==> src/hdl/imae_pkg.sv <==
package imae_pkg;

   // field and datapath widths
   localparam int COMP_W    = 32;
   localparam int WEIGHT_W  = 31;
   localparam int AREA_W    = 31;
   localparam int MUL_W     = 33;
   localparam int PROD_W    = 2 * MUL_W;
   localparam int RAD_W     = 64;
   localparam int ROOT_W    = 32;
   localparam int NUM_COMP  = 6;
   localparam int NUM_TERMS = 21;
   localparam int TERM_W    = 5;

   // request modes
   localparam logic MODE_LOAD = 1'b0;
   localparam logic MODE_CALC = 1'b1;

   // metric store entries
   localparam logic [2:0] G_XX = 3'd0;
   localparam logic [2:0] G_XY = 3'd1;
   localparam logic [2:0] G_XZ = 3'd2;
   localparam logic [2:0] G_YY = 3'd3;
   localparam logic [2:0] G_YZ = 3'd4;
   localparam logic [2:0] G_ZZ = 3'd5;

   // tangent component selects
   localparam logic [2:0] SEL_TX = 3'd0;
   localparam logic [2:0] SEL_TY = 3'd1;
   localparam logic [2:0] SEL_TZ = 3'd2;
   localparam logic [2:0] SEL_FX = 3'd3;
   localparam logic [2:0] SEL_FY = 3'd4;
   localparam logic [2:0] SEL_FZ = 3'd5;

   typedef struct packed {
      logic                     mode;
      logic signed [COMP_W-1:0] comp_a;
      logic signed [COMP_W-1:0] comp_b;
      logic signed [COMP_W-1:0] comp_c;
      logic signed [COMP_W-1:0] comp_d;
      logic signed [COMP_W-1:0] comp_e;
      logic signed [COMP_W-1:0] comp_f;
      logic [WEIGHT_W-1:0]      quad_weight;
   } req_type;

   typedef struct packed {
      logic signed [COMP_W-1:0] gamma_tt;
      logic signed [COMP_W-1:0] gamma_tp;
      logic signed [COMP_W-1:0] gamma_pp;
      logic [AREA_W-1:0]        area_element;
   } rsp_type;

   typedef enum logic [1:0] {
      DST_TT,
      DST_TP,
      DST_PP
   } dst_type;

   typedef struct packed {
      logic [2:0] g_sel;
      logic [2:0] a_sel;
      logic [2:0] b_sel;
      dst_type    dst;
      logic       dbl;
   } term_type;

   typedef enum logic [3:0] {
      ST_IDLE,
      ST_FETCH,
      ST_PMUL,
      ST_PRND,
      ST_TMUL,
      ST_LAST,
      ST_SAT,
      ST_DET1,
      ST_DET2,
      ST_DET3,
      ST_ROOT,
      ST_ROOTW,
      ST_AMUL,
      ST_AREA,
      ST_DONE
   } state_type;

   // schedule of the pulled-back metric terms
   function automatic term_type term_entry(input logic [TERM_W-1:0] idx);
      term_type e;
      unique case (idx)
         5'd0:  e = '{G_XX, SEL_TX, SEL_TX, DST_TT, 1'b0};
         5'd1:  e = '{G_YY, SEL_TY, SEL_TY, DST_TT, 1'b0};
         5'd2:  e = '{G_ZZ, SEL_TZ, SEL_TZ, DST_TT, 1'b0};
         5'd3:  e = '{G_XY, SEL_TX, SEL_TY, DST_TT, 1'b1};
         5'd4:  e = '{G_XZ, SEL_TX, SEL_TZ, DST_TT, 1'b1};
         5'd5:  e = '{G_YZ, SEL_TY, SEL_TZ, DST_TT, 1'b1};
         5'd6:  e = '{G_XX, SEL_FX, SEL_FX, DST_PP, 1'b0};
         5'd7:  e = '{G_YY, SEL_FY, SEL_FY, DST_PP, 1'b0};
         5'd8:  e = '{G_ZZ, SEL_FZ, SEL_FZ, DST_PP, 1'b0};
         5'd9:  e = '{G_XY, SEL_FX, SEL_FY, DST_PP, 1'b1};
         5'd10: e = '{G_XZ, SEL_FX, SEL_FZ, DST_PP, 1'b1};
         5'd11: e = '{G_YZ, SEL_FY, SEL_FZ, DST_PP, 1'b1};
         5'd12: e = '{G_XX, SEL_TX, SEL_FX, DST_TP, 1'b0};
         5'd13: e = '{G_YY, SEL_TY, SEL_FY, DST_TP, 1'b0};
         5'd14: e = '{G_ZZ, SEL_TZ, SEL_FZ, DST_TP, 1'b0};
         5'd15: e = '{G_XY, SEL_TX, SEL_FY, DST_TP, 1'b0};
         5'd16: e = '{G_XY, SEL_TY, SEL_FX, DST_TP, 1'b0};
         5'd17: e = '{G_XZ, SEL_TX, SEL_FZ, DST_TP, 1'b0};
         5'd18: e = '{G_XZ, SEL_TZ, SEL_FX, DST_TP, 1'b0};
         5'd19: e = '{G_YZ, SEL_TY, SEL_FZ, DST_TP, 1'b0};
         5'd20: e = '{G_YZ, SEL_TZ, SEL_FY, DST_TP, 1'b0};
         default: e = '{G_XX, SEL_TX, SEL_TX, DST_TT, 1'b0};
      endcase
      return e;
   endfunction

   function automatic logic signed [COMP_W-1:0] pick_comp(input req_type r,
                                                         input logic [2:0] sel);
      logic signed [COMP_W-1:0] v;
      unique case (sel)
         SEL_TX:  v = r.comp_a;
         SEL_TY:  v = r.comp_b;
         SEL_TZ:  v = r.comp_c;
         SEL_FX:  v = r.comp_d;
         SEL_FY:  v = r.comp_e;
         SEL_FZ:  v = r.comp_f;
         default: v = '0;
      endcase
      return v;
   endfunction

   function automatic logic signed [COMP_W-1:0] sat32(input logic signed [PROD_W-1:0] v);
      logic signed [PROD_W-1:0] hi;
      logic signed [PROD_W-1:0] lo;
      hi = 66'sh0_7FFF_FFFF;
      lo = -66'sh0_8000_0000;
      if (v > hi) begin
         return 32'sh7FFF_FFFF;
      end else if (v < lo) begin
         return 32'sh8000_0000;
      end
      return v[COMP_W-1:0];
   endfunction

endpackage

==> src/hdl/imae_sqrt.sv <==
module imae_sqrt
   import imae_pkg::*;
(
   input  logic              clock,
   input  logic              reset,
   input  logic              start,
   input  logic [RAD_W-1:0]  radicand,
   output logic              done,
   output logic [ROOT_W-1:0] root
);

   // two radicand bits, one root bit per step, 32 steps
   localparam int STEPS = RAD_W / 2;

   logic [RAD_W-1:0]  rem_ff, rem_in;
   logic [RAD_W-1:0]  res_ff, res_in;
   logic [RAD_W-1:0]  sqbit_ff, sqbit_in;
   logic [TERM_W-1:0] cnt_ff, cnt_in;
   logic              busy_ff, busy_in;
   logic              done_ff, done_in;
   logic [RAD_W-1:0]  trial;

   assign trial = res_ff + sqbit_ff;

   always_comb begin
      rem_in   = rem_ff;
      res_in   = res_ff;
      sqbit_in = sqbit_ff;
      cnt_in   = cnt_ff;
      busy_in  = busy_ff;
      done_in  = 1'b0;
      if (start) begin
         rem_in   = radicand;
         res_in   = '0;
         sqbit_in = RAD_W'(1) << (RAD_W - 2);
         cnt_in   = '0;
         busy_in  = 1'b1;
      end else if (busy_ff) begin
         if (rem_ff >= trial) begin
            rem_in = rem_ff - trial;
            res_in = (res_ff >> 1) + sqbit_ff;
         end else begin
            res_in = res_ff >> 1;
         end
         sqbit_in = sqbit_ff >> 2;
         cnt_in   = cnt_ff + 1'b1;
         if (cnt_ff == TERM_W'(STEPS - 1)) begin
            busy_in = 1'b0;
            done_in = 1'b1;
         end
      end
   end

   always_ff @(posedge clock) begin
      if (reset) begin
         busy_ff <= 1'b0;
         done_ff <= 1'b0;
      end else begin
         busy_ff <= busy_in;
         done_ff <= done_in;
      end
   end

   always_ff @(posedge clock) begin
      rem_ff   <= rem_in;
      res_ff   <= res_in;
      sqbit_ff <= sqbit_in;
      cnt_ff   <= cnt_in;
   end

   assign done = done_ff;
   assign root = res_ff[ROOT_W-1:0];

endmodule

==> config.mk <==
export PLATFORM = sky130hd
export DESIGN_NAME = imae_sqrt
export DESIGN_NICKNAME = d
export VERILOG_FILES = /design/src/hdl/imae_pkg.sv /design/src/hdl/imae_sqrt.sv
export SDC_FILE = /design/constraint.sdc
export NUM_CORES = 1
export LEC_CHECK = 0
export BUFFER_PORTS_ARGS = -buffer_cell sky130_fd_sc_hd__buf_2
export CORE_MARGIN = 2
export CORE_UTILIZATION = 25
export CTS_CLUSTER_DIAMETER = 100
export DETAILED_ROUTE_END_ITERATION = 10
export PLACE_DENSITY = 0.43
export REMOVE_ABC_BUFFERS = 1
export SLEW_MARGIN = 20
export SYNTH_ARGS = -nofsm -noshare
export SYNTH_HDL_FRONTEND = slang
export SYNTH_SLANG_ARGS = --single-unit
==> constraint.sdc <==
create_clock -name clock -period 6.9 [get_ports clock]
set_input_delay 0.69 -clock clock [delete_from_list [all_inputs] [get_ports clock]]
set_output_delay 0.69 -clock clock [all_outputs]
set_load 0.05 [all_outputs]
==> reports/results.tsv <==
stage	metric	value	unit
sta	Hold Vio Cnt, Final	0	
sta	fmax	0.1618	GHz
power_and_ir_drop	VDD IR-drop max	0.1939	mV
clocking	post-CTS setup buffers	0	
status	status	finished, final reports clean	
die	Core Box Area	0.06137	sq mm
cells_and_area	# nets final	2159	
clocking	Num Clock Sinks	167	
cells_and_area	sequential cell area	0.003988	sq mm
cells_and_area	area grow syn2layout	10.25	%
routing	via count	14410	
yosys	Post-synth EDFFs	64	
routing	DRT Pass-1 Iters	6	
worst_setup_path	worst setup path category	reg2reg	
routing	DRT iter0 DRCs	864	
clocking	Max clock buf depth	2	
yosys	ys async rst share	0	%
die	initial core utilization	25.15	%
die	die height	252.5	um
clocking	later-pin clock latency in the skew report	510	ps
routing	WL per Instance	18.24	um
place	DPL Wire Length	38710	um
die	die width	252.5	um
cells_and_area	fill cell count	6607	
worst_setup_path	worst-path fanout max	36	
place	I/O Buffers	99	
cells_and_area	most common cell after layout, fill and taps aside	nor2_1	
clocking	Inserted Clock Buffers	17	
yosys	top cell type's share of synthesized area	13.36	%
die	Cell Rows	91	
sta	RSZ-0062 raised after global routing	false	
power_and_ir_drop	static leakage	6.297	nW
sta	Least-Margin Pin Slew	934.7	ps
sta	Slew HR	37.69	%
yosys	post-synthesis sequential area ratio	25.81	%
global_route	pin count of the biggest net entering global routing	86	
yosys	Primary FF master, synth	dfxtp_1	
sta	final worst path period share	89.59	%
worst_setup_path	CP arrival	6430	ps
worst_setup_path	Crit. End Element	flip-flop	
cells_and_area	Final Non-Filler Cells	2762	
global_route	first-pass GRT wire length	79320	um
power_and_ir_drop	Power Dens Cells	372.1	mW/mm^2
clocking	CTS tree	done	
global_route	gr usage total	15.90	%
sta	final critical-path required period	6181	ps
clocking	H-tree depth	4	
cells_and_area	area of the multi-input gates	0.01062	sq mm
cells_and_area	most frequent cells in the layout	nor2_1 (212), nand2_1 (210), o21ai_0 (173)	
yosys	Syn Inst Count	1965	
cells_and_area	layout cells sized above 1	9.939	%
clocking	root buf cell	clkbuf_16	
clocking	CTS clk-pin slew, worst paths	80	ps
clocking	hold buffers post-CTS	0	
yosys	Yosys reg bits	167	
cells_and_area	# diodes	0	
sta	final setup violating endpoints	0	
sta	skew final	12.22	ps
sta	Slew Limit Fails	0	
routing	DRC Markers	0	
place	GPL Wtd Cong	0.8881	
run	maxcap violations	0	
routing	post-route antenna net violation count	0	
global_route	vias in the first global route	13980	
routing	final WL	50370	um
worst_setup_path	Critical Path RT	7150	ps
place	Post-Place Cells	2730	
min_path	HP Class	in2reg	
yosys	Mapped Area	0.01543	sq mm
global_route	GRT overflow	0	
die	die area	0.06373	sq mm
yosys	Avg Inst Size Synth	7.854	sq um
cells_and_area	post-layout utilization of the core	27.72	%
die	Ports	100	
yosys	Netlist cell types	88	
global_route	initial antenna violation count	1	
clocking	post-CTS sizing	0	
worst_setup_path	crit path launch type	flip-flop	
yosys	area leader, netlist	dfxtp_1	
routing	Via density	5.217	
yosys	Synth Warn #	0	
yosys	largest cells by area after synthesis	dfxtp_1 (13%), edfxtp_1 (12%), ha_1 (11%), o21ai_0 (5.6%), nor2_1 (5.2%)	
-- per-stage QoR --
step	hold slack [ps]	setup slack [ps]	setup TNS, ps	power, mW	instance area [sq um]
floorplan	467.5	-1272	-81390	4.231	14760
global placement	480.1	874.4	0	5.291	16430
detailed placement	498.7	765.3	0	5.287	16430
CTS	302.0	727.6	0	6.360	17010
global route	328.9	346.4	0	6.838	17010
finish	345.6	718.6	0	6.330	17010
-- layout make-up --
cell class	count	area share (%)
clock buffers	20	2.817
clock inverters	12	0.6398
inverters	45	0.9928
multi-input cells	1614	62.40
flip-flops and latches	167	23.44
well taps	790	5.810
repair buffers	114	3.905
-- power breakdown --
group / total [mW] / leakage (nW) / switching [mW] / internal (mW)
combinational: 3.74 / 4.52 / 2.36 / 1.39
sequential: 1.56 / 1.49 / 0.210 / 1.35
clock: 1.02 / 0.296 / 0.479 / 0.542
total: 6.33 / 6.30 / 3.05 / 3.28
-- cells in the mapped netlist, types with 4 or more instances --
library cell	count
a221oi_1	10
a21o_1	37
o21a_1	11
o31a_1	4
buf_4	34
inv_1	45
and2_1	16
o31ai_1	16
nor3_1	32
or3_1	25
edfxtp_1	64
a31o_2	14
nand3_1	35
o21ai_1	14
xor2_1	69
nand2_1	210
ha_1	132
xnor2_1	75
a31oi_1	68
nor4_1	9
nand2b_1	13
buf_1	7
nor2b_1	14
dfxtp_1	103
nor2_1	212
a41o_1	4
a41oi_1	6
o21bai_1	23
clkbuf_1	78
mux2i_1	50
a211oi_1	28
o211ai_1	16
o2111ai_1	4
and3_1	12
o21ai_0	173
nand4_1	40
and4_1	5
o22ai_1	4
buf_2	19
a211o_1	6
a311oi_1	24
a21oi_1	131
-- worst max-delay path: stages (launching register included) --
cell	delay (ps)
dfxtp_1	460
ha_1	320
a31o_1	260
or3_1	360
a31oi_1	480
o31ai_4	170
a21oi_1	250
o31a_2	230
o21bai_2	110
a211oi_2	290
nor4_1	90
a211oi_1	310
ha_1	360
a21oi_1	200
o21ai_0	150
a21oi_1	150
nand2_1	140
nor4_1	330
a22o_4	430
nand2b_1	250
nand2b_2	250
buf_12	250
-- logic make-up after synthesis --
| kind of cell | after synthesis | share of synthesized area (%) |
|---|---|---|
| buf+inv | 184 | 5.465 |
| compound gates | 644 | 27.33 |
| simple gates | 640 | 18.92 |
| fa+ha+maj | 133 | 10.83 |
| mux | 53 | 3.462 |
| flops | 167 | 25.81 |
| xor+xnor | 144 | 8.173 |
-- worst paths after layout --
kind / start / end / slack (ps) / depth (start not counted)
max reg2reg: res_ff[2] / rem_ff[60] / 720 / 21
min: reset / busy_ff / 350 / 2
max: res_ff[2] / rem_ff[60] / 720 / 21
min reg2reg: cnt_ff[3] / cnt_ff[3] / 510 / 2
-- routing by layer --
layer,track usage [%],routed length [um]
met1,21.55,24390
met2,25.60,22890
met3,2.616,1968
met4,5.207,1121
met5,0,0
-- registers in the layout, summed over array words and instances (netlist names) --
register	flops
rem_ff	64
res_ff	64
sqbit_ff	32
cnt_ff	5
busy_ff	1
done	1
Note: power is estimated with default switching activity, not from simulation.
